**src/design/ftcs_diffusion_stencil_step_core_defines.svh**
```systemverilog
// Assertion macros for the diffusion stencil core
`ifndef FTCS_DIFFUSION_STENCIL_STEP_CORE_DEFINES_SVH
`define FTCS_DIFFUSION_STENCIL_STEP_CORE_DEFINES_SVH

// condition holds on every clock edge out of reset
`define FDSS_ASSERT_HOLD(label, clk, rst_n, cond) \
    label: assert property (@(posedge clk) disable iff (!rst_n) (cond)) \
        else $error("fdss: invariant violated");

// condition on the same edge implies a consequence
`define FDSS_ASSERT_IMPLY(label, clk, rst_n, pre, post) \
    label: assert property (@(posedge clk) disable iff (!rst_n) (pre) |-> (post)) \
        else $error("fdss: implication violated");

`endif

```
**src/design/fdss_pkg.sv**
```systemverilog
package fdss_pkg;

    localparam int MAX_COLS_DEF = 512;
    localparam int ROW_LIMIT    = 4096;

    localparam int CELL_W    = 32;
    localparam int GAIN_W    = 15;
    localparam int COLS_W    = 10;
    localparam int ROWS_W    = 13;
    localparam int ROW_CNT_W = 12;

    localparam int LAP_W  = 35;
    localparam int PROD_W = LAP_W + GAIN_W + 1;
    localparam int FRAC_W = 16;
    localparam int TERM_W = PROD_W - FRAC_W;
    localparam int SUM_W  = TERM_W + 1;

    localparam int APB_DW  = 32;
    localparam int PADDR_W = 4;

    localparam int OFIFO_DEPTH = 8;

    localparam logic [1:0] REG_GAIN = 2'd0;
    localparam logic [1:0] REG_COLS = 2'd1;
    localparam logic [1:0] REG_ROWS = 2'd2;

    localparam logic OP_CELL  = 1'b0;
    localparam logic OP_DRAIN = 1'b1;

    localparam logic [GAIN_W-1:0] GAIN_RST = GAIN_W'(6554);
    localparam logic [COLS_W-1:0] COLS_RST = COLS_W'(512);
    localparam logic [ROWS_W-1:0] ROWS_RST = ROWS_W'(512);

    localparam logic [PROD_W-1:0] ROUND_HALF = PROD_W'(1) << (FRAC_W - 1);

    localparam logic signed [CELL_W-1:0] CELL_MAX = {1'b0, {(CELL_W-1){1'b1}}};
    localparam logic signed [CELL_W-1:0] CELL_MIN = {1'b1, {(CELL_W-1){1'b0}}};

    typedef struct packed {
        logic [GAIN_W-1:0] gain;
        logic [COLS_W-1:0] cols;
        logic [ROWS_W-1:0] rows;
    } t_cfg;

    typedef struct packed {
        logic valid;
        logic emit;
        logic drain;
        logic border;
        logic last;
    } t_s1_ctl;

    typedef struct packed {
        logic [CELL_W-1:0] cell_out;
        logic              frame_last;
    } t_result;

endpackage

```
**src/design/fdss_seq.sv**
```systemverilog
module fdss_seq #(
    parameter int MAX_COLS = fdss_pkg::MAX_COLS_DEF
) (
    input  logic                        i_clk,
    input  logic                        i_rst_n,
    input  fdss_pkg::t_cfg              i_cfg,
    input  logic                        i_accept,
    input  logic                        i_opcode,
    input  logic [fdss_pkg::CELL_W-1:0] i_cell,
    output logic [$clog2(MAX_COLS)-1:0] o_raddr_a,
    output logic [$clog2(MAX_COLS)-1:0] o_raddr_b,
    output fdss_pkg::t_s1_ctl           o_ctl,
    output logic [$clog2(MAX_COLS)-1:0] o_col,
    output logic [fdss_pkg::CELL_W-1:0] o_cell
);
    import fdss_pkg::*;

    localparam int AW = $clog2(MAX_COLS);
    localparam int CW = $clog2(MAX_COLS + 1);

    logic [AW-1:0]        r_col, n_col;
    logic [ROW_CNT_W-1:0] r_row, n_row;
    logic [CW-1:0]        r_drains, n_drains;
    t_s1_ctl              r_ctl, n_ctl;
    logic [AW-1:0]        r_s1_col;
    logic [CELL_W-1:0]    r_s1_cell;

    logic [CW-1:0]        w_cols_eff;
    logic [ROWS_W-1:0]    w_rows_eff;
    logic                 w_restart;
    logic [AW-1:0]        w_col;
    logic [ROW_CNT_W-1:0] w_row;
    logic                 w_col_last;
    logic                 w_row_last;
    logic                 w_border;

    always_comb begin
        if (i_cfg.cols < COLS_W'(3)) begin
            w_cols_eff = CW'(3);
        end else if (32'(i_cfg.cols) > MAX_COLS) begin
            w_cols_eff = CW'(MAX_COLS);
        end else begin
            w_cols_eff = CW'(i_cfg.cols);
        end
        if (i_cfg.rows < ROWS_W'(3)) begin
            w_rows_eff = ROWS_W'(3);
        end else if (i_cfg.rows > ROWS_W'(ROW_LIMIT)) begin
            w_rows_eff = ROWS_W'(ROW_LIMIT);
        end else begin
            w_rows_eff = i_cfg.rows;
        end
    end

    assign w_restart  = (i_opcode == OP_CELL) && (r_drains != '0);
    assign w_col      = w_restart ? '0 : r_col;
    assign w_row      = w_restart ? '0 : r_row;
    assign w_col_last = 32'(w_col) >= (32'(w_cols_eff) - 32'd1);
    assign w_row_last = {1'b0, w_row} >= (w_rows_eff - ROWS_W'(1));
    assign w_border   = (w_col == '0) || w_col_last || (w_row == ROW_CNT_W'(1)) ||
                        ({1'b0, w_row} >= w_rows_eff);

    assign o_raddr_a = w_col;
    assign o_raddr_b = (w_col == AW'(MAX_COLS - 1)) ? '0 : w_col + AW'(1);

    always_comb begin
        n_ctl    = '0;
        n_col    = r_col;
        n_row    = r_row;
        n_drains = r_drains;
        if (i_accept) begin
            if (i_opcode == OP_DRAIN) begin
                if (r_drains != '0) begin
                    n_ctl.valid = 1'b1;
                    n_ctl.emit  = 1'b1;
                    n_ctl.drain = 1'b1;
                    n_ctl.last  = (r_drains == CW'(1));
                    n_drains    = r_drains - CW'(1);
                    n_col       = n_ctl.last ? '0 : r_col + AW'(1);
                end
            end else begin
                n_ctl.valid  = 1'b1;
                n_ctl.emit   = (w_row != '0);
                n_ctl.border = w_border;
                n_drains     = '0;
                if (w_col_last) begin
                    n_col = '0;
                    if (w_row_last) begin
                        n_row    = '0;
                        n_drains = w_cols_eff;
                    end else begin
                        n_row = w_row + ROW_CNT_W'(1);
                    end
                end else begin
                    n_col = w_col + AW'(1);
                    n_row = w_row;
                end
            end
        end
    end

    always_ff @(posedge i_clk) begin
        if (!i_rst_n) begin
            r_col    <= '0;
            r_row    <= '0;
            r_drains <= '0;
            r_ctl    <= '0;
        end else begin
            r_col    <= n_col;
            r_row    <= n_row;
            r_drains <= n_drains;
            r_ctl    <= n_ctl;
        end
    end

    always_ff @(posedge i_clk) begin
        r_s1_col  <= w_col;
        r_s1_cell <= i_cell;
    end

    assign o_ctl  = r_ctl;
    assign o_col  = r_s1_col;
    assign o_cell = r_s1_cell;
endmodule

```
**config.mk**
```make
export PLATFORM = sky130hd
export DESIGN_NAME = fdss_seq
export DESIGN_NICKNAME = d
export VERILOG_FILES = /design/src/design/ftcs_diffusion_stencil_step_core_defines.svh /design/src/design/fdss_pkg.sv /design/src/design/fdss_seq.sv
export SDC_FILE = /design/constraint.sdc
export NUM_CORES = 1
export LEC_CHECK = 0
export ABC_AREA = 1
export BUFFER_PORTS_ARGS = -buffer_cell sky130_fd_sc_hd__clkbuf_2
export CAP_MARGIN = 10
export CORE_MARGIN = 5
export CORE_UTILIZATION = 50
export CTS_CLUSTER_DIAMETER = 150
export DETAILED_ROUTE_END_ITERATION = 8
export PLACE_DENSITY = 0.74
export RECOVER_POWER = 50
export SYNTH_ARGS = -nofsm -noshare
export SYNTH_HDL_FRONTEND = slang
export SYNTH_SLANG_ARGS = --single-unit
```
**constraint.sdc**
```tcl
create_clock -name i_clk -period 8.95 [get_ports i_clk]
set_input_delay 1.3425 -clock i_clk [delete_from_list [all_inputs] [get_ports i_clk]]
set_output_delay 1.3425 -clock i_clk [all_outputs]
set_load 0.1 [all_outputs]
```
# Word-level counts from Yosys, hierarchy flattened

Cells that the tools add are included.
Widths: inputs -> output; s select.

Magnitude comparators: 7
Reductions and logical operators: 13
Add/subtract/negate cells: 6
Multiplexer cells: 19
Bitwise operators: 3
Equal/unequal tests: 4

Operators with widths:

| operator              | number |
|---|---|
| $mux 10               | 6 |
| $mux 9                | 6 |
| $mux 12               | 3 |
| $ge 9x32->1           | 1 |
| $ge 12x13->1          | 2 |
| $mux 13               | 2 |
| $add 9x1->9 const B   | 2 |
| $gt 13x13->1 const B  | 1 |
| $lt 13x2->1 const B   | 1 |
| $sub 13x1->13 const B | 1 |
| $add 12x1->12 const B | 1 |
| $eq 12x1->1 const B   | 1 |
| $reduce_bool 12->1    | 1 |
| $sub 10x1->11 const B | 1 |
| $eq 10x1->1 const B   | 1 |
| $gt 10x10->1 const B  | 1 |
| $lt 10x2->1 const B   | 1 |
| $reduce_bool 10->1    | 1 |
| $sub 10x1->10 const B | 1 |
| $eq 9x9->1 const B    | 1 |
| $logic_not 9->1       | 1 |
| $reduce_and 2->1      | 3 |
| $reduce_and 4->1      | 1 |
| $logic_or 1x1->1      | 3 |
| other kinds (7)       | 9 |

Flip-flop bits (word level): 77

# Logic depth before layout (Yosys ltp)

Depth in word-level cells: 8
Mapped depth: 29
Depth with buffers taken out: 28

# Worst setup path after synthesis

OpenSTA, ideal clock, no wires.

Path kind: input to output
Start: in i_opcode
End: out o_raddr_b[3]
Cell stages on the path: 14
Slack: 2148 ps
Arrival time: 5460 ps
Path buffers: 3
Path through: buf_2 inv_1 nand2_4 buf_2 nand2_1 inv_1 ha_1 nand2_2 nor2_2 nand4_1 nor2_1 ha_1 clkbuf_1 nor3_1

Cells in the longest elaborated chain, start to end: 5

Ends and longest elaborated chain:

| element                                          | line           | RTL |
|---|---|---|
| start, declared                                  | fdss_seq.sv:8  | `input logic i_opcode,` |
| $not 1->1 (no line) (*)                          | n/a            |  |
| $logic_and 1x1->1 (*)                            | fdss_seq.sv:54 | `assign w_restart = (i_opcode == OP_CELL) && (r_drains != '0);` |
| $mux 9 (*)                                       | fdss_seq.sv:55 | `assign w_col = w_restart ? '0 : r_col;` |
| named net o_raddr_a[1]                           | fdss_seq.sv:10 | `output logic [$clog2(MAX_COLS)-1:0] o_raddr_a,` |
| $add 9x1->9 / $eq 9x9->1 (equally long branches) | fdss_seq.sv:63 | `assign o_raddr_b = (w_col == AW'(MAX_COLS - 1)) ? '0 : w_col + AW'(1);` |
| $mux 9 (*)                                       | fdss_seq.sv:63 |  |
| end, declared                                    | fdss_seq.sv:11 | `output logic [$clog2(MAX_COLS)-1:0] o_raddr_b,` |

The timed path passes the listed nets; every way through them passes the cells marked *.

# Worst setup path in the final report

Start: in i_opcode
End: out o_raddr_b[3]

Cells in the longest elaborated chain, start to end: 5

Ends and longest elaborated chain:

| element                                          | line |
|---|---|
| $not 1->1 (no line) (*)                          | n/a |
| $logic_and 1x1->1 (*)                            | fdss_seq.sv:54 |
| $mux 9 (*)                                       | fdss_seq.sv:55 |
| $add 9x1->9 / $eq 9x9->1 (equally long branches) | fdss_seq.sv:63 |
| $mux 9 (*)                                       | fdss_seq.sv:63 |

Mark *: on every way between the ends. The rest lies on a longest branch, timed or not.

==> summary.txt <==
Outcome
  – Status: finished clean

Clock tree
  – Worst-skew pair later-pin latency: about 0.35 ns
  – Post-CTS resize count: 0
  – CTS clock-pin slew for the worst setup and hold paths: 0.09 ns
  – Num Clock Sinks: 77
  – CTS root buffer: clkbuf_8
  – TritonCTS clock tree: yes
  – Post-CTS Hold Fix Bufs: 0
  – H-tree Lvls: 3
  – Clock Path Buffers: 2
  – CTS Buf Count: 9
  – Post-CTS Setup Inserts: 0

Critical path
  – Worst Path Required: 7.61 ns
  – Setup crit start kind: input pin
  – CP cell instances: clkbuf_1, inv_1, nand2_4, inv_4, nor2_1, ha_1, nand2_2, nor2_2, nand4_1, nor2_1, ha_1, nor3_1, clkbuf_2
  – CP max FO: 25
  – Worst Setup SP: i_opcode
  – CP max stage delay: between 0.4 and 0.5 ns
  – Worst path slowest cell: inv_1
  – Reg-to-Reg End: r_row[10]
  – Flop-to-flop setup slack: 4.34 ns
  – Reg-to-reg critical path startpoint: r_drains[0]
  – R2R depth: 24
  – CP endpoint kind: output port
  – CP endpoint: o_raddr_b[3]
  – Setup CP Type: input pin to output port
  – Critical path arrival: between 4 and 5 ns

Route
  – WL final: around 13,000 um
  – Detailed-route via count: about 5,000
  – Vias per cell: approximately 5.3
  – Met3 WL post-DR: a little under 1000 um
  – Detailed-route wire length per cell: between 10 and 15 um
  – DRC: 0
  – DR WL met2: roughly 6200 um
  – Top sig layer: met4
  – First-pass iteration count of the detailed router: 5
  – Detail Route Antenna Nets: 0
  – Initial DRC count: ~260
  – DRT met1 WL: about 5200 um

Layout
  – Design area: 5610 um2
  – Final Non-Filler Cells: 925
  – Filler instances: 888
  – Ant diodes: 0
  – Most common cell after layout, fill and taps aside: nand2_1
  – Final net count: between 900 and 1,000
  – Most frequent cells in the layout: 123 x nand2_1, 89 x inv_1, 85 x clkbuf_2, 77 x dfxtp_1, 69 x nor2_1
  – Layout cells sized above 1: between 10% and 20%
  – P&R area growth vs syn: 16.7%

STA
  – Final worst path period share: about two thirds
  – Slew headroom: 20.6%
  – Final setup fails: 0
  – Hold WS: 0.471 ns
  – Setup TNS: 0 ns
  – Max Fclk: between 150 and 200 MHz
  – Worst-margin pin slew: 1.20 ns
  – Minimum clock period after layout: 6.03 ns
  – Hold Vio Cnt, Final: 0
  – Clk_skew: 0.0106 ns
  – Final Max Slew Viols: 0
  – RSZ-0062 raised after global routing: no

Placement
  – PortBufs: about 120
  – Gpl congestion: ~0.9
  – DP Area: approximately 5500 um2
  – DP HPWL: about 9900 um
  – Placed Cells: approximately 910

Run
  – Number of max-cap violations: 0

Yosys
  – Synthesis-stage register bit count: just under 80
  – Cells after Synth: between 600 and 700
  – Seq/Total Area, Yosys: roughly a third
  – Yosys cell types: 40
  – Synthesis Warnings: 0
  – Top cell type by total area after synthesis: dfxtp_1
  – Synthesized area per cell: approximately 7 um2
  – Synthesized cell area: slightly below 5000 um2
  – Synth top area share: between 30% and 40%
  – Top FF cell, synth: dfxtp_1
  – Syn nets: 794
  – Asr flop ratio synth: 0%
  – Top post-synthesis cells by area: dfxtp_1 32%, ha_1 11%, nand2_1 9.6%, inv_1 7.0%, a21oi_1 5.7%
  – Number of synthesized flops with an enable pin: 0

GRT
  – Vias in the first global route: 4,600
  – Initial antenna violation count: 0
  – First-pass GRT wire length: about 20,000 um
  – All-Layer GR Usage: about a fifth
  – Total gr overflow: 0
  – Largest net degree at the start of global routing: 26

Pwr
  – Switch Pwr: about 0.46 mW
  – PwrDens: around 180 nW/um2
  – Clk network pwr share: 25.3%
  – P_int: 0.553 mW
  – Logic gate share of total power: a little under two fifths
  – VDD IR max: around 0.00011 V
  – Sw frac: between 40 and 50%
  – Seq pwr share: between 30% and 40%
  – Static leakage: 2.81 nW

Worst hold path
  – Hold/Removal Path Class: flop to flop

Floorplanning
  – Die H: approximately 110 um
  – Core area: between 9000 and 10,000 um2
  – Die extent in x: 108 um
  – Die area: about 12,000 um2
  – Top Ports: 138
  – Initial Utilization: ~52%
  – # rows: 35
==> how the worst min path moves through the flow <==
| stage | to | cells after the start | start |
|---|---|---|---|
| after floorplan | r_row[6] | 2 | r_row[6] |
| after global placement | r_row[6] | 2 | r_row[6] |
| after detailed placement | r_row[11] | 2 | r_row[11] |
| after CTS | r_row[11] | 2 | r_row[11] |
| after global routing | r_row[11] | 2 | r_row[11] |
| final | r_row[11] | 2 | r_row[11] |
==> power by group through the flow <==
stage	Clock, mW	Sequential [mW]	Combinational (mW)
2_1_floorplan	0	0.483	0.212
3_3_place_gp	0	0.390	0.366
3_5_place_dp	0	0.391	0.372
4_1_cts	0.263	0.383	0.375
5_1_grt	0.278	0.386	0.401
6_report	0.256	0.384	0.373
==> worst max-delay path: cells and delay by family <==
family / cells / cell delay, ns
buffers and inverters: 4 / 1.41
AND/OR/NAND/NOR: 7 / 1.35
adder cells (fa/ha/maj): 2 / 0.58
==> per-stage QoR <==
| step | worst slack [ns] | power, mW | utilization, % |
|---|---|---|---|
| 6_report | 2.92 | 1.01 | 60.4 |
| 5_1_grt | 2.60 | 1.07 | 60.4 |
| 4_1_cts | 3.27 | 1.02 | 60.9 |
| 3_5_place_dp | 3.27 | 0.763 | 58.9 |
| 3_3_place_gp | 3.28 | 0.756 | 58.9 |
| 2_1_floorplan | 2.15 | 0.694 | - |
==> cell families (layout without fill, tap and decap cells) <==
kind of cell | after synthesis | in the layout | share of synthesized area [%]
buf+inv | 117 | 236 | 10.1
compound gates | 105 | 105 | 12.3
simple gates | 309 | 309 | 29.6
fa+ha+maj | 43 | 43 | 11.2
xor+xnor | 26 | 26 | 4.74
flops | 77 | 77 | 32.1
==> final cells by class <==
class                      instances  area [um2]  area share [%]
multi-input combinational        483        2780            49.5
sequential                        77        1540            27.5
timing repair buffer             123         572            10.2
inverter                          97         367            6.54
tap                              129         161            2.88
clock buffer                       9         124            2.21
clock inverter                     7        63.8            1.14
==> state kept, by name, summed over array words and instances, names as in the netlist <==
name / flops
o_cell: 32
r_row: 12
r_drains: 10
o_col: 9
r_col: 9
o_ctl: 5
==> layer usage <==
layer	GRT usage, %	up-vias
met4	7.12	0
met3	3.94	17
met2	37.1	185
met5	0	-
li1	-	2449
met1	26.3	2227
==> cell usage after synthesis, types with 4 or more instances <==
master,instances
nand2_1,123
a221oi_1,5
nor3_1,10
xor2_1,23
nor2_2,10
nand2_2,10
nand3_1,41
buf_6,4
inv_1,89
inv_2,5
nor2_1,69
dfxtp_1,77
nand3b_1,4
ha_1,43
o21ai_0,30
nand4_1,31
a21oi_1,55
clkbuf_1,9
buf_2,5
Note: power is estimated with default switching activity, not from simulation.
