[src/design/ftcs_diffusion_stencil_step_core_defines.svh]
// Assertion macros for the diffusion stencil core
`ifndef FTCS_DIFFUSION_STENCIL_STEP_CORE_DEFINES_SVH
`define FTCS_DIFFUSION_STENCIL_STEP_CORE_DEFINES_SVH

// condition holds on every clock edge out of reset
`define FDSS_ASSERT_HOLD(label, clk, rst_n, cond) \
    label: assert property (@(posedge clk) disable iff (!rst_n) (cond)) \
        else $error("fdss: invariant violated");

// condition on the same edge implies a consequence
`define FDSS_ASSERT_IMPLY(label, clk, rst_n, pre, post) \
    label: assert property (@(posedge clk) disable iff (!rst_n) (pre) |-> (post)) \
        else $error("fdss: implication violated");

`endif

[src/design/fdss_pkg.sv]
package fdss_pkg;

    localparam int MAX_COLS_DEF = 512;
    localparam int ROW_LIMIT    = 4096;

    localparam int CELL_W    = 32;
    localparam int GAIN_W    = 15;
    localparam int COLS_W    = 10;
    localparam int ROWS_W    = 13;
    localparam int ROW_CNT_W = 12;

    localparam int LAP_W  = 35;
    localparam int PROD_W = LAP_W + GAIN_W + 1;
    localparam int FRAC_W = 16;
    localparam int TERM_W = PROD_W - FRAC_W;
    localparam int SUM_W  = TERM_W + 1;

    localparam int APB_DW  = 32;
    localparam int PADDR_W = 4;

    localparam int OFIFO_DEPTH = 8;

    localparam logic [1:0] REG_GAIN = 2'd0;
    localparam logic [1:0] REG_COLS = 2'd1;
    localparam logic [1:0] REG_ROWS = 2'd2;

    localparam logic OP_CELL  = 1'b0;
    localparam logic OP_DRAIN = 1'b1;

    localparam logic [GAIN_W-1:0] GAIN_RST = GAIN_W'(6554);
    localparam logic [COLS_W-1:0] COLS_RST = COLS_W'(512);
    localparam logic [ROWS_W-1:0] ROWS_RST = ROWS_W'(512);

    localparam logic [PROD_W-1:0] ROUND_HALF = PROD_W'(1) << (FRAC_W - 1);

    localparam logic signed [CELL_W-1:0] CELL_MAX = {1'b0, {(CELL_W-1){1'b1}}};
    localparam logic signed [CELL_W-1:0] CELL_MIN = {1'b1, {(CELL_W-1){1'b0}}};

    typedef struct packed {
        logic [GAIN_W-1:0] gain;
        logic [COLS_W-1:0] cols;
        logic [ROWS_W-1:0] rows;
    } t_cfg;

    typedef struct packed {
        logic valid;
        logic emit;
        logic drain;
        logic border;
        logic last;
    } t_s1_ctl;

    typedef struct packed {
        logic [CELL_W-1:0] cell_out;
        logic              frame_last;
    } t_result;

endpackage

[src/design/fdss_alu.sv]
module fdss_alu (
    input  logic                          i_clk,
    input  logic                          i_rst_n,
    input  fdss_pkg::t_s1_ctl             i_ctl,
    input  logic [fdss_pkg::CELL_W-1:0]   i_cell,
    input  logic [2*fdss_pkg::CELL_W-1:0] i_rdata_a,
    input  logic [fdss_pkg::CELL_W-1:0]   i_right,
    input  logic [fdss_pkg::GAIN_W-1:0]   i_gain,
    output logic                          o_push,
    output fdss_pkg::t_result             o_result,
    output logic [1:0]                    o_held
);
    import fdss_pkg::*;

    typedef struct packed {
        logic valid;
        logic pass;
        logic last;
    } t_stage;

    logic signed [CELL_W-1:0] w_up, w_down, w_left, w_right, w_centre;
    logic signed [LAP_W-1:0]  w_lap;
    logic signed [GAIN_W:0]   w_gain_s;
    logic signed [PROD_W-1:0] w_prod;
    logic        [PROD_W-1:0] w_round;
    logic signed [TERM_W-1:0] w_term;
    logic signed [SUM_W-1:0]  w_sum;
    logic signed [CELL_W-1:0] w_sat;

    t_stage                   r_s2, r_s3;
    logic signed [LAP_W-1:0]  r_s2_lap;
    logic signed [CELL_W-1:0] r_s2_centre, r_s3_centre, r_prev_centre;
    logic signed [PROD_W-1:0] r_s3_prod;

    assign w_centre = i_rdata_a[CELL_W-1:0];
    assign w_up     = i_rdata_a[2*CELL_W-1:CELL_W];
    assign w_right  = i_right;
    assign w_down   = i_cell;
    assign w_left   = r_prev_centre;

    assign w_lap = LAP_W'(w_up) + LAP_W'(w_down) + LAP_W'(w_left) + LAP_W'(w_right) -
                   (LAP_W'(w_centre) <<< 2);

    assign w_gain_s = $signed({1'b0, i_gain});
    assign w_prod   = r_s2_lap * w_gain_s;

    assign w_round = r_s3_prod + ROUND_HALF;
    assign w_term  = w_round[PROD_W-1:FRAC_W];
    assign w_sum   = SUM_W'(w_term) + SUM_W'(r_s3_centre);

    always_comb begin
        if ((&w_sum[SUM_W-1:CELL_W-1]) || !(|w_sum[SUM_W-1:CELL_W-1])) begin
            w_sat = w_sum[CELL_W-1:0];
        end else if (w_sum[SUM_W-1]) begin
            w_sat = CELL_MIN;
        end else begin
            w_sat = CELL_MAX;
        end
    end

    always_ff @(posedge i_clk) begin
        if (!i_rst_n) begin
            r_s2 <= '0;
            r_s3 <= '0;
        end else begin
            r_s2.valid <= i_ctl.emit;
            r_s2.pass  <= i_ctl.border || i_ctl.drain;
            r_s2.last  <= i_ctl.last;
            r_s3       <= r_s2;
        end
    end

    always_ff @(posedge i_clk) begin
        r_s2_lap    <= w_lap;
        r_s2_centre <= w_centre;
        r_s3_prod   <= w_prod;
        r_s3_centre <= r_s2_centre;
        if (i_ctl.valid && !i_ctl.drain) begin
            r_prev_centre <= w_centre;
        end
    end

    assign o_push              = r_s3.valid;
    assign o_result.cell_out   = r_s3.pass ? r_s3_centre : w_sat;
    assign o_result.frame_last = r_s3.last;
    assign o_held              = 2'(r_s2.valid) + 2'(r_s3.valid);
endmodule

[config.mk]
export PLATFORM = sky130hd
export DESIGN_NAME = fdss_alu
export DESIGN_NICKNAME = d
export VERILOG_FILES = /design/src/design/ftcs_diffusion_stencil_step_core_defines.svh /design/src/design/fdss_pkg.sv /design/src/design/fdss_alu.sv
export SDC_FILE = /design/constraint.sdc
export NUM_CORES = 2
export LEC_CHECK = 0
export BUFFER_PORTS_ARGS = -buffer_cell sky130_fd_sc_hd__buf_2
export CAP_MARGIN = 20
export CORE_MARGIN = 2
export CORE_UTILIZATION = 40
export CTS_BUF_LIST = sky130_fd_sc_hd__clkbuf_8
export CTS_CLUSTER_SIZE = 16
export DETAILED_ROUTE_END_ITERATION = 8
export SYNTH_ARGS = -nofsm -noshare
export SYNTH_HDL_FRONTEND = slang
export SYNTH_SLANG_ARGS = --single-unit
[constraint.sdc]
create_clock -name i_clk -period 19.4 [get_ports i_clk]
set_input_delay 3.88 -clock i_clk [delete_from_list [all_inputs] [get_ports i_clk]]
set_output_delay 3.88 -clock i_clk [all_outputs]
set_load 0.05 [all_outputs]
[Word level (Yosys, flattened, before mapping)]
Index checks and enable logic that the tools add are counted.
Storage, ports and cells
  register bits: 188
  output and inout port bits: 36
Operators by class
  add/subtract/negate cells: 7
  multiply operators: 1
  multiplexer cells: 3
  reduce and logical (&&, ||, !) cells: 7
Operators by type and width (count)
  32-bit 2-to-1 mux: 3
  51-bit by 16-bit adder with 51-bit output, second input constant: 1
  35-bit by 16-bit multiplier with 51-bit output: 1
  35-bit by 32-bit adder with 36-bit output: 1
  34-bit by 32-bit adder with 35-bit output: 1
  35-bit by 34-bit subtractor with 35-bit output: 1
  33-bit by 32-bit adder with 34-bit output: 1
  32-bit by 32-bit adder with 33-bit output: 1
  5-bit AND reduction: 1
  5-bit OR reduction: 1
  1-bit by 1-bit adder with 2-bit output: 1
  1-bit logical NOT: 2
  1-bit logical OR: 2
  1-bit logical AND: 1

[Longest topological paths before layout]
  word-level depth: 7
  mapped depth: 25

[Least setup slack after synthesis]
No wires, ideal clock.
  path kind: input-to-reg
  start: input i_gain[1] (netlist name)
  end: register r_s3_prod[49]
  library setup time: 0.129 ns
  arrival: 9.546 ns
  required time: 19.271 ns
  slack: 9.725 ns
  cell stages on the path: 22
  buffers on the path: 2
  cell sequence: clkbuf_1 clkbuf_1 nand2_1 fa_1 fa_1 fa_1 fa_1 inv_1 fa_1 inv_1 fa_1 inv_1 ha_1 a21o_1 a21o_1 a211oi_1 a211oi_1 o21ai_0 a21oi_1 nor3_1 a31oi_1 xor2_1
On the way
  word-level cells in the longest chain between the ends: 1
Ends and longest elaborated chain
  start: declaration: line fdss_alu.sv:8  | input logic [fdss_pkg::GAIN_W-1:0] i_gain,
  35-bit by 16-bit multiplier with 51-bit output: line fdss_alu.sv:45  | assign w_prod = r_s2_lap * w_gain_s;
  via w_prod[49]: line fdss_alu.sv:24  | logic signed [PROD_W-1:0] w_prod;
  end signal: assignment: line fdss_alu.sv:76  | r_s3_prod <= w_prod;
  end: declaration: line fdss_alu.sv:33  | logic signed [PROD_W-1:0] r_s3_prod;
The timed path passes the listed nets, and every way through them passes these cells.
A chain may end at the register's enable or synchronous reset.

[Worst setup path in the final report]
  start: input i_gain[2] (netlist name)
  end: register r_s3_prod[50]
The elaborated chain is that of the path after synthesis.

==> flow_metrics.tcl <==
set metrics [dict create \
    status "complete, no violations" \
    flip_flop_cell_with_the_highest_count_after_synthesis "sky130_fd_sc_hd__dfxtp_1" \
    first_global_vias 22473 \
    synth_cells 3121 \
    drt-initial-drc-count 1039 \
    final_routed_wirelength_um 74900 \
    cts_tree "yes" \
    endpoint "r_s3_prod[50]$_DFF_P_" \
    antenna_violations_before_repair 2 \
    seq_area_frac_synth 0.131 \
    path_delay_family "adder cells" \
    regToRegStartpoint "r_s2_lap[7]$_DFF_P_" \
    diodes 0 \
    worst_setup_path_startpoint "i_gain[2]" \
    overflow 0 \
    placedInstanceArea_um2 30700 \
    synthesis.area_um2 29000 \
    final_hold_viol_count 0 \
    die_y_um 273 \
    grt_setup_unrepaired "false" \
    drive_gt1_frac 0.0814 \
    reg2reg_slack_ns 12.13 \
    worstMarginPinSlew_ns 1.01 \
    floorplan.io_pins 186 \
    post-route-period-util 0.536 \
    synth_top_family_by_area "adder cells" \
    final.min_clock_period_ns 10.40 \
    r2r_cells 20 \
    synth_mux_area_frac 0.000691 \
    avgViaCountPerCell 5.02 \
    worst_setup_path_start_kind "primary input" \
    cts.hold.buffers_added 0 \
    compound_gate_portion_of_the_synthesized_area 0.0859 \
    finalNetCount 4150 \
    post_synthesis_share_of_cell_area_spent_on_xor_and_xnor_gates 0.0420 \
    mappedNetlistNets 4053 \
    critical_path.max_fanout 35 \
    cts-buffers-inserted 17 \
    setup_viol 0 \
    clk_latency_ns 0.51 \
    post_cts_resize_count 0 \
    post-cts-setup-buffer-count 0 \
    die_width_um 273 \
    cts.reportedPaths.clkPinSlew_ns 0.10 \
    track_usage 0.211 \
    type_of_destination_of_the_critical_path "flip-flop" \
    cp_cell_sequence "buf_2 > nand2_1 > fa_1 > fa_1 > fa_1 > fa_1 > inv_1 > fa_1 > inv_1 > fa_1 > inv_1 > ha_1 > a21o_1 > a21o_1 > a211oi_1 > a211oi_1 > o21ai_0 > a21oi_1 > nor3_1 > a31oi_1 > o211ai_1" \
    worst-setup-path-type "in -> reg" \
    final-max-slew-violation-count 0 \
    die_area_um2 74600 \
    critical_path_cell_count 21 \
    ys.warnings.count 0 \
    ys_ff_latch 173 \
    cts-root-to-sink-buffers 2 \
    worst_path_most_repeated_cell "sky130_fd_sc_hd__fa_1" \
    fin_worst_skew_ns 0.0155 \
    synth_edf_count 32 \
    timing.hold.worst_path_depth 0 \
    num_vias 21006 \
    floorplan.initialDensity 0.404 \
    placed_cells_incl_taps 4147 \
    worst_ep_arrival_time_ns 10.83 \
    drt_drc_violations_left 0 \
    final.setup.tns_ns 0 \
    critical_path_required_ns 19.83 \
    cts_num_sinks 173 \
    finish.cell_count_without_fillers 4181 \
    maxCapViolCount 0 \
    slew-limit-headroom 0.327 \
    avgSynthCellArea_um2 9.28 \
    detail_route.wl_per_cell_um 17.9 \
    grt_start_max_net_pins 37 \
    gp_congestion 0.904 \
    dp_hpwl_um 60200 \
    max_freq_mhz 96.2 \
    core_rows 98 \
    timing.critical_path.slowest_cell_delay_ns 0.64 \
    drt_first_pass_iters 6 \
    port_buffers 185 \
    grt_first_pass_wirelength_um 122000 \
    post_synth_cell_types 76 \
    cts_root_buffer "sky130_fd_sc_hd__clkbuf_8" \
    end_of_flow_core_utilization 0.435 \
    finalInstanceArea_um2 31100 \
    asyncSetResetFlopFracSynth 0 \
    cts-htree-levels 4 \
    ant_nets 0 \
    timing.critical_path.buf_inv 4 \
    core_um2 71600 \
    yosys.area_share.simple 0.144 \
    r2r_end "r_s3_prod[50]$_DFF_P_" \
    type_of_the_most_critical_hold_path "reg -> reg" \
    synthToLayoutAreaGrowth_pct 7.46 \
    yosys.area_share.adder 0.491 \
    worst_path_max_delay_cell "sky130_fd_sc_hd__buf_2" \
]
==> worst register-to-register path, stage by stage, from the launching register on <==
cell	delay (ns)
sky130_fd_sc_hd__dfxtp_1	0.91
sky130_fd_sc_hd__nand2_1	0.20
sky130_fd_sc_hd__fa_1	0.53
sky130_fd_sc_hd__fa_1	0.47
sky130_fd_sc_hd__fa_1	0.46
sky130_fd_sc_hd__fa_1	0.51
sky130_fd_sc_hd__inv_1	0.06
sky130_fd_sc_hd__fa_1	0.52
sky130_fd_sc_hd__inv_1	0.05
sky130_fd_sc_hd__fa_1	0.47
sky130_fd_sc_hd__inv_1	0.04
sky130_fd_sc_hd__ha_1	0.30
sky130_fd_sc_hd__a21o_1	0.18
sky130_fd_sc_hd__a21o_1	0.17
sky130_fd_sc_hd__a211oi_1	0.63
sky130_fd_sc_hd__a211oi_1	0.36
sky130_fd_sc_hd__o21ai_0	0.31
sky130_fd_sc_hd__a21oi_1	0.15
sky130_fd_sc_hd__nor3_1	0.46
sky130_fd_sc_hd__a31oi_1	0.20
sky130_fd_sc_hd__o211ai_1	0.23
==> cell type report <==
cell class / count / area (um^2)
timing repair buffer: 196 / 1020
clock inverter: 15 / 170
inverter: 690 / 2590
sequential: 173 / 3780
multi-input combinational: 2140 / 22100
fill: 7236 / 40500
tap: 950 / 1190
clock buffer: 17 / 234
==> routing by layer <==
layer / up-vias / share of wire / global-route usage
met1: 10679 / 0.41 / 0.264
met2: 475 / 0.52 / 0.383
met3: 120 / 0.039 / 0.0274
met4: 2 / 0.025 / 0.0526
met5: - / 0.00017 / 0
li1: 9730 / - / -
==> synthesized netlist by cell type (4+ instances only) <==
cell | instances | area (um^2)
sky130_fd_sc_hd__fa_1 | 592 | 11900
sky130_fd_sc_hd__ha_1 | 190 | 2380
sky130_fd_sc_hd__o21bai_1 | 13 | 97.6
sky130_fd_sc_hd__o21ai_0 | 43 | 215
sky130_fd_sc_hd__a31oi_1 | 19 | 119
sky130_fd_sc_hd__a21o_1 | 61 | 458
sky130_fd_sc_hd__nand3b_1 | 5 | 37.5
sky130_fd_sc_hd__nor3_1 | 11 | 55.1
sky130_fd_sc_hd__nor2b_1 | 14 | 87.6
sky130_fd_sc_hd__a221o_1 | 7 | 70.1
sky130_fd_sc_hd__and4_1 | 6 | 52.6
sky130_fd_sc_hd__o21ai_1 | 17 | 85.1
sky130_fd_sc_hd__a21oi_1 | 109 | 546
sky130_fd_sc_hd__o21ai_2 | 11 | 96.3
sky130_fd_sc_hd__o211ai_1 | 9 | 67.6
sky130_fd_sc_hd__or3_1 | 11 | 68.8
sky130_fd_sc_hd__o41ai_1 | 4 | 35.0
sky130_fd_sc_hd__xor2_1 | 39 | 342
sky130_fd_sc_hd__nand2b_1 | 13 | 81.3
sky130_fd_sc_hd__nand4_1 | 20 | 125
sky130_fd_sc_hd__clkbuf_1 | 107 | 402
sky130_fd_sc_hd__buf_2 | 8 | 40.0
sky130_fd_sc_hd__a211o_1 | 5 | 43.8
sky130_fd_sc_hd__a311oi_1 | 4 | 35.0
sky130_fd_sc_hd__inv_1 | 690 | 2590
sky130_fd_sc_hd__dfxtp_1 | 141 | 2820
sky130_fd_sc_hd__nor2_1 | 52 | 195
sky130_fd_sc_hd__nand2_1 | 404 | 1520
sky130_fd_sc_hd__and2_1 | 223 | 1400
sky130_fd_sc_hd__a211oi_1 | 14 | 105
sky130_fd_sc_hd__and3_1 | 22 | 138
sky130_fd_sc_hd__o21a_1 | 11 | 82.6
sky130_fd_sc_hd__nand3_1 | 48 | 240
sky130_fd_sc_hd__xnor2_1 | 98 | 858
sky130_fd_sc_hd__edfxtp_1 | 32 | 961
sky130_fd_sc_hd__a221oi_1 | 8 | 70.1
==> kinds of logic after synthesis <==
family	count (synthesis)
adders and majority gates	782
muxes	2
DFF	173
xor gates and xnor gates	138
buffers and inverters	808
and+or+nand+nor	847
AOI/OAI and AO/OA	371
==> cells in the final DEF (no fill, tap or decap), types with 6 or more instances in the layout <==
| master | Yosys | final |
|---|---|---|
| sky130_fd_sc_hd__a211oi_1 | 14 | 14 |
| sky130_fd_sc_hd__a21o_1 | 61 | 61 |
| sky130_fd_sc_hd__a21oi_1 | 109 | 109 |
| sky130_fd_sc_hd__a221o_1 | 7 | 7 |
| sky130_fd_sc_hd__a221oi_1 | 8 | 8 |
| sky130_fd_sc_hd__a31oi_1 | 19 | 19 |
| sky130_fd_sc_hd__and2_1 | 223 | 223 |
| sky130_fd_sc_hd__and3_1 | 22 | 22 |
| sky130_fd_sc_hd__and4_1 | 6 | 6 |
| sky130_fd_sc_hd__buf_2 | 8 | 185 |
| sky130_fd_sc_hd__buf_4 | 1 | 9 |
| sky130_fd_sc_hd__clkbuf_8 | 0 | 17 |
| sky130_fd_sc_hd__dfxtp_1 | 141 | 141 |
| sky130_fd_sc_hd__edfxtp_1 | 32 | 32 |
| sky130_fd_sc_hd__fa_1 | 592 | 592 |
| sky130_fd_sc_hd__ha_1 | 190 | 190 |
| sky130_fd_sc_hd__inv_1 | 690 | 690 |
| sky130_fd_sc_hd__nand2_1 | 404 | 404 |
| sky130_fd_sc_hd__nand2b_1 | 13 | 13 |
| sky130_fd_sc_hd__nand3_1 | 48 | 48 |
| sky130_fd_sc_hd__nand4_1 | 20 | 20 |
| sky130_fd_sc_hd__nor2_1 | 52 | 52 |
| sky130_fd_sc_hd__nor2b_1 | 14 | 13 |
| sky130_fd_sc_hd__nor3_1 | 11 | 11 |
| sky130_fd_sc_hd__o211ai_1 | 9 | 9 |
| sky130_fd_sc_hd__o21a_1 | 11 | 11 |
| sky130_fd_sc_hd__o21ai_0 | 43 | 43 |
| sky130_fd_sc_hd__o21ai_1 | 17 | 17 |
| sky130_fd_sc_hd__o21ai_2 | 11 | 11 |
| sky130_fd_sc_hd__o21bai_1 | 13 | 13 |
| sky130_fd_sc_hd__or3_1 | 11 | 11 |
| sky130_fd_sc_hd__xnor2_1 | 98 | 98 |
| sky130_fd_sc_hd__xor2_1 | 39 | 39 |
==> worst min-delay path by stage <==
stage	startpoint	to	slack, ns
6_report	r_s2_centre[19]$_DFF_P_	r_s3_centre[19]$_DFF_P_	0.33
2_1_floorplan	r_s2_centre[0]$_DFF_P_	r_s3_centre[0]$_DFF_P_	0.31
3_5_place_dp	r_s2_centre[19]$_DFF_P_	r_s3_centre[19]$_DFF_P_	0.31
4_1_cts	r_s2_centre[19]$_DFF_P_	r_s3_centre[19]$_DFF_P_	0.33
3_3_place_gp	r_s2_centre[4]$_DFF_P_	r_s3_centre[4]$_DFF_P_	0.31
5_1_grt	r_s2_centre[19]$_DFF_P_	r_s3_centre[19]$_DFF_P_	0.33
==> sequential cells by signal (all words and copies together) (netlist names) <==
name / flops
r_prev_centre: 32
r_s3_prod: 36
r_s2_lap: 35
r_s3_centre: 32
r_s3: 1
r_s2_centre: 32
r_s2: 3
o_push: 1
o_result: 1
==> through the flow <==
stage,setup WS (ns),hold slack [ns]
6_report,9.00,0.333
5_1_grt,8.59,0.334
3_5_place_dp,8.49,0.312
2_1_floorplan,9.73,0.310
3_3_place_gp,8.55,0.311
4_1_cts,9.01,0.332
Power is not shown: default switching activity piles up to over one toggle a cycle in this logic, so the estimate is an artifact.
