$ cat src/design/ftcs_diffusion_stencil_step_core_defines.svh
// Assertion macros for the diffusion stencil core
`ifndef FTCS_DIFFUSION_STENCIL_STEP_CORE_DEFINES_SVH
`define FTCS_DIFFUSION_STENCIL_STEP_CORE_DEFINES_SVH

// condition holds on every clock edge out of reset
`define FDSS_ASSERT_HOLD(label, clk, rst_n, cond) \
    label: assert property (@(posedge clk) disable iff (!rst_n) (cond)) \
        else $error("fdss: invariant violated");

// condition on the same edge implies a consequence
`define FDSS_ASSERT_IMPLY(label, clk, rst_n, pre, post) \
    label: assert property (@(posedge clk) disable iff (!rst_n) (pre) |-> (post)) \
        else $error("fdss: implication violated");

`endif

$ cat src/design/fdss_pkg.sv
package fdss_pkg;

    localparam int MAX_COLS_DEF = 512;
    localparam int ROW_LIMIT    = 4096;

    localparam int CELL_W    = 32;
    localparam int GAIN_W    = 15;
    localparam int COLS_W    = 10;
    localparam int ROWS_W    = 13;
    localparam int ROW_CNT_W = 12;

    localparam int LAP_W  = 35;
    localparam int PROD_W = LAP_W + GAIN_W + 1;
    localparam int FRAC_W = 16;
    localparam int TERM_W = PROD_W - FRAC_W;
    localparam int SUM_W  = TERM_W + 1;

    localparam int APB_DW  = 32;
    localparam int PADDR_W = 4;

    localparam int OFIFO_DEPTH = 8;

    localparam logic [1:0] REG_GAIN = 2'd0;
    localparam logic [1:0] REG_COLS = 2'd1;
    localparam logic [1:0] REG_ROWS = 2'd2;

    localparam logic OP_CELL  = 1'b0;
    localparam logic OP_DRAIN = 1'b1;

    localparam logic [GAIN_W-1:0] GAIN_RST = GAIN_W'(6554);
    localparam logic [COLS_W-1:0] COLS_RST = COLS_W'(512);
    localparam logic [ROWS_W-1:0] ROWS_RST = ROWS_W'(512);

    localparam logic [PROD_W-1:0] ROUND_HALF = PROD_W'(1) << (FRAC_W - 1);

    localparam logic signed [CELL_W-1:0] CELL_MAX = {1'b0, {(CELL_W-1){1'b1}}};
    localparam logic signed [CELL_W-1:0] CELL_MIN = {1'b1, {(CELL_W-1){1'b0}}};

    typedef struct packed {
        logic [GAIN_W-1:0] gain;
        logic [COLS_W-1:0] cols;
        logic [ROWS_W-1:0] rows;
    } t_cfg;

    typedef struct packed {
        logic valid;
        logic emit;
        logic drain;
        logic border;
        logic last;
    } t_s1_ctl;

    typedef struct packed {
        logic [CELL_W-1:0] cell_out;
        logic              frame_last;
    } t_result;

endpackage

$ cat src/design/fdss_cfg.sv
module fdss_cfg (
    input  logic                        i_clk,
    input  logic                        i_rst_n,
    input  logic                        i_psel,
    input  logic                        i_penable,
    input  logic                        i_pwrite,
    input  logic [1:0]                  i_reg_idx,
    input  logic [fdss_pkg::APB_DW-1:0] i_pwdata,
    output logic [fdss_pkg::APB_DW-1:0] o_prdata,
    output fdss_pkg::t_cfg              o_cfg
);
    import fdss_pkg::*;

    t_cfg r_cfg;
    logic w_wr;

    assign w_wr = i_psel && i_penable && i_pwrite;

    always_ff @(posedge i_clk) begin
        if (!i_rst_n) begin
            r_cfg.gain <= GAIN_RST;
            r_cfg.cols <= COLS_RST;
            r_cfg.rows <= ROWS_RST;
        end else if (w_wr) begin
            unique case (i_reg_idx)
                REG_GAIN: r_cfg.gain <= i_pwdata[GAIN_W-1:0];
                REG_COLS: r_cfg.cols <= i_pwdata[COLS_W-1:0];
                REG_ROWS: r_cfg.rows <= i_pwdata[ROWS_W-1:0];
                default: ;
            endcase
        end
    end

    always_comb begin
        unique case (i_reg_idx)
            REG_GAIN: o_prdata = APB_DW'(r_cfg.gain);
            REG_COLS: o_prdata = APB_DW'(r_cfg.cols);
            REG_ROWS: o_prdata = APB_DW'(r_cfg.rows);
            default:  o_prdata = '0;
        endcase
    end

    assign o_cfg = r_cfg;
endmodule

$ cat config.mk
export PLATFORM = sky130hd
export DESIGN_NAME = fdss_cfg
export DESIGN_NICKNAME = d
export VERILOG_FILES = /design/src/design/ftcs_diffusion_stencil_step_core_defines.svh /design/src/design/fdss_pkg.sv /design/src/design/fdss_cfg.sv
export SDC_FILE = /design/constraint.sdc
export NUM_CORES = 1
export LEC_CHECK = 0
export BUFFER_PORTS_ARGS = -buffer_cell sky130_fd_sc_hd__buf_2
export CAP_MARGIN = 20
export CORE_MARGIN = 2
export CORE_UTILIZATION = 47
export CTS_CLUSTER_SIZE = 8
export DETAILED_ROUTE_END_ITERATION = 10
export PLACE_DENSITY = 0.95
export SLEW_MARGIN = 25
export SYNTH_ARGS = -nofsm -noshare
export SYNTH_HDL_FRONTEND = slang
export SYNTH_SLANG_ARGS = --single-unit
$ cat constraint.sdc
create_clock -name i_clk -period 1.9 [get_ports i_clk]
set_clock_uncertainty 0.2 [all_clocks]
set_input_delay 0.38 -clock i_clk [delete_from_list [all_inputs] [get_ports i_clk]]
set_output_delay 0.38 -clock i_clk [all_outputs]
set_load 0.05 [all_outputs]
; ---- After elaboration in Yosys (flattened, before gate mapping)
; Index checks and enable logic that the tools add are counted.
[classes]
n_eq_ne = 2
mux = 1
reduce_logical = 6
[ops]
columns = cell, count
row1 = $pmux W15 S3, 1
row2 = $reduce_and A2 Y1, 3
row3 = $eq A2 B1 Y1 const B, 1
row4 = $eq A2 B2 Y1 const B, 1
row5 = $logic_and A1 B1 Y1, 2
row6 = $logic_not A2 Y1, 1
[word_totals]
regBits = 38
in_bits = 39
output_inout_bits = 70
elab_cells = 12

; ---- Logic depth before layout (Yosys ltp)
; Gate-level depths: netlist (run 1).
[logic_depth]
ltp_word = 3
mapped_depth = 5
mapped_depth_nobuf = 3

; ---- Least setup slack after synthesis (run 1)
; OpenSTA, ideal clock, no wires.
[synth_timing]
path_kind = input port to output port
from = in i_reg_idx[1]
to = out o_prdata[0] in the netlist's numbering
t_arrival_ns = 1.918
t_required_ns = 1.320
slack_ns = -0.598
cell_stages = 4
n_path_buf = 2
path_cell_list = buf_6 buf_4 mux2i_1 o21ai_0
[synth_via]
elab_chain_cells = 2
elab_cells_between_ends = 4
cone_classes = eq/ne (2) / mux (1) / reduce/logical (1)
[synth_rtl]
columns = item, line
row1 = "start, declared", fdss_cfg.sv:7  ; input logic [1:0] i_reg_idx,
row2 = $eq A2 B2 Y1 (tied with other cells), fdss_cfg.sv:35  ; unique case (i_reg_idx)
row3 = $pmux W15 S3 *, fdss_cfg.sv:35
row4 = "end, declared", fdss_cfg.sv:9  ; output logic [fdss_pkg::APB_DW-1:0] o_prdata,
; Mark *: on every way between the ends. The rest lies on a longest branch, timed or not.

; ---- Final worst setup path (run 1)
[layout_timing]
from = in i_reg_idx[0]
to = out o_prdata[8] in the netlist's numbering
; The elaborated chain is that of the path after synthesis.

==> run metrics, run 1 <==
CP most frequent cell buf_2; die area between 4000 and 5000 um2; vias in the first global route approximately 1,400; io pins 109; H-tree lvl count 2; leading cell types in the layout, fill and taps excluded 70 x buf_2, 54 x nand2_1, 51 x mux2i_1, 38 x dfxtp_1, 18 x nor2b_1; Avg WL per Cell 12.7 um; synthesized area per cell roughly 9.2 um2; final setup violation count 0; DP HPWL about 3300 um; setup tns final 0 ps; core area 4000 um2; fin crit period roughly 1800 ps; row cnt 23; Initial Utilization 0.487; largest net degree at the start of global routing between 60 and 70; Tcrit/Tclk final 0.969; CTS max path bufs 2; commonest non-fill, non-tap cell in the layout buf_2; cells after synthesis between 200 and 250; crit path kind input pin to output pin; CP Data Required Time around 1300 ps; Tot Pwr between 1.5 and 2 mW; Hold Crit Class input pin to flip-flop; WL final approximately 4400 um; post-synth cell types 16; CTS tree done; CTS clk-pin slew, worst paths approximately 70 ps; grt ovf 0; area grow syn2layout 28.3%; Top delay family on crit path buffers and inverters; fraction of layout instances using a drive strength above 1 0.377; clock latency on the worst-skew pair about 280 ps; maxcap violations 0; Vias per Instance just under 5; die width about 70 um; number of fill cells around 360; antenna viol nets, final 0; startpoint class of the critical path input pin; first drt pass iteration count 4; status finished, final reports clean; Root Buffer clkbuf_8; Max Slew Vio Count 0; Max VDD drop 0.464 mV; register area share after synthesis 0.390; first-pass GRT wire length ~6700 um; max FFs per register 38; Total GRT Usage 0.195; Cell Area, Synth about 2000 um2; drt drc 0; initial antenna violation count 0; pwr/cell area roughly 680 nW/um2; Worst path slowest cell buf_2; Synthesis Warnings 0; nets 330; DR vias between 1,500 and 2,000; RSZ-0062 raised after global routing no; Die Height 68.4 um; # diodes 0; DRT iter0 DRCs around 60; Peak Freq between 500 and 600 MHz; fin util 0.625; Final Hold Viols 0; CTS Buf Count 5; port buffer count 74; CP Capture Type output pin; Max FO, Critical Path 7; max incr delay on CP around 270 ps; GP Congestion 0.691; clock sink count 38; crit-path cells buf_2 > nor2b_1 > buf_4 > nand2_1 > o21ai_2 > buf_2; worst path bufs/invs 3; Worst Path Arrival 1260 ps; Lkg Pwr about 1.1 nW; #FFs+latches synth 38
==> per-layer routing <==
metal | vias up | global-route usage | wire length, um
met3 | 4 | 0.0592 | 225
met2 | 52 | 0.327 | 2200
li1 | 820 | - | -
met5 | - | 0 | 0
met1 | 769 | 0.235 | 1890
met4 | 0 | 0.0675 | 36
==> metrics by stage <==
step           cells  setup slack (ps)  hold slack [ps]  instance area [um2]
2_1_floorplan    229              -175              322                 2060
3_3_place_gp     334              74.0              248                 2400
4_1_cts          342              46.5              126                 2490
6_report         342              58.1              137                 2500
3_5_place_dp     334              60.8              263                 2400
5_1_grt          342              12.1              134                 2500
==> layout make-up <==
class                   count  area (um2)  area share
clock inverters             1        5.00     0.00200
flip-flops and latches     38         761       0.304
clock buffers               7        86.3      0.0345
multi-input cells         159        1070       0.428
repair buffers             87         515       0.206
well taps                  50        62.6      0.0250
==> worst paths after layout <==
kind | cells past startpoint | startpoint | slack [ps] | to
setup / recovery | 6 | i_reg_idx[0] | 60 | o_prdata[8]
hold / removal | 3 | i_pwdata[14] | 140 | o_cfg[37]
setup reg to reg | 2 | o_cfg[5] | 1070 | o_cfg[5]
hold reg to reg | 2 | o_cfg[36] | 270 | o_cfg[36]
==> synth_stat cells (all sizes together) <==
cell    count  share of area
buf        24           0.10
clkbuf      8          0.015
conb        1         0.0019
dfxtp      38           0.39
mux2i      51           0.26
nand2      54           0.10
nand3       1         0.0051
nor2        3         0.0058
nor2b      18          0.058
nor3        1         0.0083
nor3b       4          0.021
o21ai      10          0.026
==> kinds of logic after synthesis <==
group	count (synthesis)	synth area share
compound gates	10	0.0257
buf+inv	32	0.118
flops	38	0.390
mux	51	0.262
other cells	1	0.00192
simple gates	81	0.202
==> worst reg2reg max path, cell delays in order, from the launching register on <==
cell,delay (ps)
dfxtp_1,370
nand2_1,60
mux2i_1,140
==> power by group <==
part	internal, mW	leakage, nW	switching, mW	total [mW]
Sequential	0.807	0.307	0.00745	0.814
Clock	0.293	0.0482	0.268	0.560
Combinational	0.0898	0.774	0.246	0.336
Total	1.19	1.13	0.521	1.71
==> what timing repair did <==
item	CTS	global route
setup endpoints to repair	0	4
hold endpoints to repair	0	0
gates resized for setup	0	4
setup buffers	0	0
hold buffers	0	0
Power figures use the tool's default switching activity.
==> inputs of run 2 (changes only) <==
- PLACE_DENSITY: 0.95 -> 0.84
==> run 2 against run 1 <==
  * Register-to-register slack barely moved
  * Final cell count fell by 0.29%
  * Critical path depth did not move
  * Critical path type unchanged
  * Setup slack got worse by 0.67 ps
  * First-iteration DRC count rose by 16%
  * Fmax barely moved
  * Largest power group unchanged
  * Largest cell class unchanged
  * Power fell by 1.5%
  * Die area did not move
  * Via count fell by 1.5%
==> run metrics, run 2 (synthesized netlist as in run 1, its figures left out) <==
status finished, final reports clean (unchanged); # diodes 0 (unchanged); Max VDD drop 0.457 mV (was 0.464 mV); fraction of layout instances using a drive strength above 1 0.378 (was 0.377); first-pass GRT wire length 6380 um (was 6670 um); Tcrit/Tclk final 0.970 (was 0.969); DRT iter0 DRCs 71 (was 61); nets 331 (was 330); Final Hold Viols 0 (unchanged); CP Data Required Time 1320 ps (about the same); max FFs per register 38 (unchanged); Hold Crit Class input pin to flip-flop (unchanged); dpl ws 39.7 ps (was 60.8 ps); Final WS setup 57.5 ps (was 58.1 ps); Met2 Wirelength 2090 um (was 2200 um); initial antenna violation count 0 (unchanged); R2R setup slack 1070 ps (about the same); top routing layer used met4 (unchanged); die area 4680 um2 (unchanged); Finished Layout Cells 341 (was 342); H-tree lvl count 2 (unchanged); Total GRT Usage 0.186 (was 0.195); fin crit period 1840 ps (about the same); Fin Hold WS 143 ps (was 137 ps); Die Height 68.4 um (unchanged); M1 wire length 1920 um (was 1890 um); number of fill cells 352 (was 359); Post-Layout Inst Area 2490 um2 (was 2500 um2); Max Slew Vio Count 0 (unchanged); CTS Buf Count 5 (unchanged); clock sink count 38 (unchanged); Max FO, Critical Path 7 (unchanged); DP HPWL 3110 um (was 3280 um); Vias per Instance 4.75 (was 4.81); multi-input gate area in the final layout 1070 um2 (unchanged); Initial Utilization 0.487 (unchanged); Worst Path Arrival 1260 ps (about the same); setup tns final 0 ps (unchanged); first drt pass iteration count 4 (unchanged); Lkg Pwr 1.13 nW (about the same); crit path kind input pin to output pin (unchanged); row cnt 23 (unchanged); core area 4000 um2 (unchanged); routed wl met3 232 um (was 225 um); Worst Hold End o_cfg[36] (was o_cfg[37]); Worst R2R Start o_cfg[31] (was o_cfg[5]); largest net degree at the start of global routing 62 (unchanged); post-CTS setup buffer count 0 (unchanged); Avg WL per Cell 12.6 um (was 12.7 um); sequential cell area 761 um2 (unchanged); critical hold path startpoint i_pwdata[13] (was i_pwdata[14]); final setup violation count 0 (unchanged); drt drc 0 (unchanged); Placed Cells 335 (was 334); pwr/cell area 675 nW/um2 (was 684 nW/um2); startpoint class of the critical path input pin (unchanged); die width 68.4 um (unchanged); port buffer count 74 (unchanged); Root Buffer clkbuf_8 (unchanged); Peak Freq 543 MHz (about the same); CTS max path bufs 2 (unchanged); Hold Buf Count CTS 0 (unchanged); grt ovf 0 (unchanged); antenna viol nets, final 0 (unchanged); leading cell types in the layout, fill and taps excluded 67 x buf_2, 54 x nand2_1, 51 x mux2i_1, 38 x dfxtp_1, 18 x nor2b_1 (was 70 x buf_2, 54 x nand2_1, 51 x mux2i_1, 38 x dfxtp_1, 18 x nor2b_1); worst hold path depth 3 (unchanged); Cell Area, Placed 2390 um2 (was 2400 um2); WL final 4290 um (was 4360 um); GP Congestion 0.731 (was 0.691); commonest non-fill, non-tap cell in the layout buf_2 (unchanged); CTS tree done (unchanged); maxcap violations 0 (unchanged); CP Capture Type output pin (unchanged); CTS clk-pin slew, worst paths 70 ps (about the same); worst r2r path cells 2 (unchanged); RR Endpoint o_cfg[31] (was o_cfg[5]); clock latency on the worst-skew pair 280 ps (about the same); area grow syn2layout 28.0% (was 28.3%); io pins 109 (unchanged); DR vias 1,620 (was 1,645); vias in the first global route 1,376 (was 1,393)
run 2: cell types whose count changed in the layout (fill, tap and decap cells not counted):
cell,delta
buf_2,-3
clkbuf_4,+3
buf_4,+2
buf_12,-1
clkbuf_1,-1
clkinv_2,-1
run 2: layout make-up:
class | instances | area share
multi-input combinational | 159 | 0.429
clock buffer | 6 | 0.0331
tap | 50 | 0.0251
sequential | 38 | 0.305
timing repair buffer | 88 | 0.208
run 2: metal layers:
metal	vias up	track usage
li1	821	-
met1	746	0.232
met2	48	0.300
met3	5	0.0674
met4	0	0.0525
met5	-	0
run 2: worst max path at each step:
| stage | from | to | slack [ps] | cells after the start |
|---|---|---|---|---|
| after floorplan | i_reg_idx[0] | o_prdata[13] | -170 | 3 |
| after global placement | i_reg_idx[1] | o_prdata[2] | 40 | 6 |
| after detailed placement | i_reg_idx[1] | o_prdata[8] | 40 | 6 |
| after CTS | i_reg_idx[1] | o_prdata[8] | 30 | 6 |
| after global routing | i_reg_idx[1] | o_prdata[4] | -8 | 6 |
| final | i_reg_idx[1] | o_prdata[3] | 60 | 6 |
run 2: power by group:
group	internal (mW)	switching, mW
combinational	0.0899	0.244
sequential	0.807	0.00759
clock	0.280	0.256
run 2: repair_timing:
item                                    CTS  global route
gates resized for setup                   0             7
endpoints found under the setup margin    0             7
hold endpoints to repair                  0             0
run 2: per-stage QoR:
step	util	total power, mW
floorplan	-	1.12
global placement	0.599	1.16
detailed placement	0.599	1.16
CTS	0.619	1.70
global route	0.624	1.77
finish	0.624	1.68
run 2: worst max-delay path, stage by stage:
cell and delay (ps):
buf_2 130, nor2b_1 180, buf_4 200, nand2_1 70, o21ai_2 50, clkbuf_4 240
==> inputs of run 3 (changes only) <==
- CELL_PAD_IN_SITES_DETAIL_PLACEMENT: unset -> 0
- CELL_PAD_IN_SITES_GLOBAL_PLACEMENT: unset -> 1
- CORE_UTILIZATION: 47 -> 33
- PLACE_DENSITY: 0.84 -> unset
- PLACE_DENSITY_LB_ADDON: unset -> 0.1
==> run 3 against run 2 <==
  * Register-to-register slack about the same
  * Final area increased by 1.9%
  * Count of clock-buffer cells in the layout is 1 lower
  * Flip-flop and latch count unchanged
  * Sequential power barely moved
  * Critical endpoint is now o_prdata[4]
==> run metrics, run 3 (synthesized netlist as in run 1, its figures left out) <==
status finished, final reports clean (unchanged); antenna viol nets, final 0 (unchanged); Met2 Wirelength 2370 um (was 2090 um); Vias per Instance 4.43 (was 4.75); Hold Buf Count CTS 0 (unchanged); worst r2r path cells 2 (unchanged); setup tns final 0 ps (unchanged); row cnt 27 (was 23); Post-Layout Inst Area 2540 um2 (was 2490 um2); clock latency on the worst-skew pair 280 ps (about the same); WL final 4720 um (was 4290 um); grt ovf 0 (unchanged); RR Endpoint o_cfg[27] (was o_cfg[31]); Lkg Pwr 1.13 nW (about the same); CTS tree done (unchanged); sequential cell area 761 um2 (unchanged); CP Data Required Time 1320 ps (about the same); first-pass GRT wire length 7350 um (was 6380 um); M1 wire length 2120 um (was 1920 um); Tcrit/Tclk final 0.968 (was 0.970); maxcap violations 0 (unchanged); fin util 0.453 (was 0.624); post-cts sizing count 1 (was 0); fraction of layout instances using a drive strength above 1 0.376 (was 0.378); Max VDD drop 0.290 mV (was 0.457 mV); GP Congestion 0.675 (was 0.731); DP HPWL 3300 um (was 3110 um); Hold Crit Class input pin to flip-flop (unchanged); Initial Utilization 0.348 (was 0.487); Cell Area, Placed 2410 um2 (was 2390 um2); Tot Pwr 1.83 mW (was 1.68 mW); first drt pass iteration count 4 (unchanged); area grow syn2layout 30.4% (was 28.0%); Root Buffer clkbuf_8 (unchanged); drt drc 0 (unchanged); H-tree lvl count 2 (unchanged); Max Slew Vio Count 0 (unchanged); Max FO, Critical Path 8 (was 7); commonest non-fill, non-tap cell in the layout buf_2 (unchanged); CP Capture Type output pin (unchanged); crit path kind input pin to output pin (unchanged); die area 6540 um2 (was 4680 um2); fin crit period 1840 ps (about the same); routed wl met3 217 um (was 232 um); Peak Freq 544 MHz (was 543 MHz); RSZ-0062 raised after global routing no; R2R setup slack 1080 ps (was 1070 ps); core area 5610 um2 (was 4000 um2); top routing layer used met4 (unchanged); Final Hold Viols 0 (unchanged); crit path to o_prdata[4] (was o_prdata[3]); Worst Path Arrival 1260 ps (about the same); max FFs per register 38 (unchanged); startpoint class of the critical path input pin (unchanged); leading cell types in the layout, fill and taps excluded 66 x buf_2, 54 x nand2_1, 51 x mux2i_1, 38 x dfxtp_1, 18 x nor2b_1 (was 67 x buf_2, 54 x nand2_1, 51 x mux2i_1, 38 x dfxtp_1, 18 x nor2b_1); nets 328 (was 331); CTS Buf Count 5 (unchanged); initial antenna violation count 0 (unchanged); Die Height 80.9 um (was 68.4 um); Total GRT Usage 0.148 (was 0.186); crit path launch i_reg_idx[0] (was i_reg_idx[1]); die width 80.9 um (was 68.4 um); Worst R2R Start o_cfg[27] (was o_cfg[31]); # diodes 0 (unchanged); vias in the first global route 1,467 (was 1,376); CTS clk-pin slew, worst paths 70 ps (about the same); DR vias 1,603 (was 1,620); Avg WL per Cell 13.0 um (was 12.6 um); port buffer count 74 (unchanged); pwr/cell area 718 nW/um2 (was 675 nW/um2); DRT iter0 DRCs 54 (was 71); post-CTS setup buffer count 0 (unchanged); final setup violation count 0 (unchanged); number of fill cells 602 (was 352); largest net degree at the start of global routing 62 (unchanged); multi-input gate area in the final layout 1070 um2 (unchanged); CTS max path bufs 2 (unchanged); io pins 109 (unchanged); clock sink count 38 (unchanged)
[run 3: cell type report]
class | count | area share
clock buffer | 5 | 0.0271
timing repair buffer | 85 | 0.201
clock inverter | 3 | 0.0158
tap | 72 | 0.0355
multi-input combinational | 159 | 0.421
sequential | 38 | 0.299
[run 3: worst min path at each step]
| stage | startpoint | end | slack (ps) | cells past startpoint |
|---|---|---|---|---|
| 5_1_grt | i_pwdata[9] | o_cfg[32] | 150 | 3 |
| 3_3_place_gp | o_cfg[36] | o_cfg[36] | 250 | 2 |
| 3_5_place_dp | o_cfg[36] | o_cfg[36] | 260 | 2 |
| 2_1_floorplan | i_pwdata[11] | o_cfg[11] | 320 | 2 |
| 6_report | i_pwdata[14] | o_cfg[37] | 140 | 3 |
| 4_1_cts | i_pwdata[14] | o_cfg[37] | 130 | 3 |
[run 3: metal layers]
| metal | global-route usage | vias to the layer above |
|---|---|---|
| li1 | - | 813 |
| met1 | 0.181 | 743 |
| met2 | 0.253 | 45 |
| met3 | 0.0467 | 2 |
| met4 | 0.0356 | 0 |
| met5 | 0 | - |
[run 3: worst max-delay path: stages]
cell	delay [ps]
buf_2	110
nor2b_1	180
buf_4	210
nand2_1	90
o21ai_2	60
clkbuf_4	240
[run 3: per-stage QoR]
stage,cells,setup WS [ps],hold WS (ps)
floorplan,229,-175,322
global placement,354,19.3,254
detailed placement,354,3.75,258
CTS,362,0.279,132
global route,362,5.30,145
finish,362,61.4,144
[run 3: report_power, final]
group | leakage [nW] | internal [mW] | switching, mW
logic | 0.766 | 0.0909 | 0.247
clock network | 0.0579 | 0.387 | 0.287
registers | 0.307 | 0.806 | 0.00742
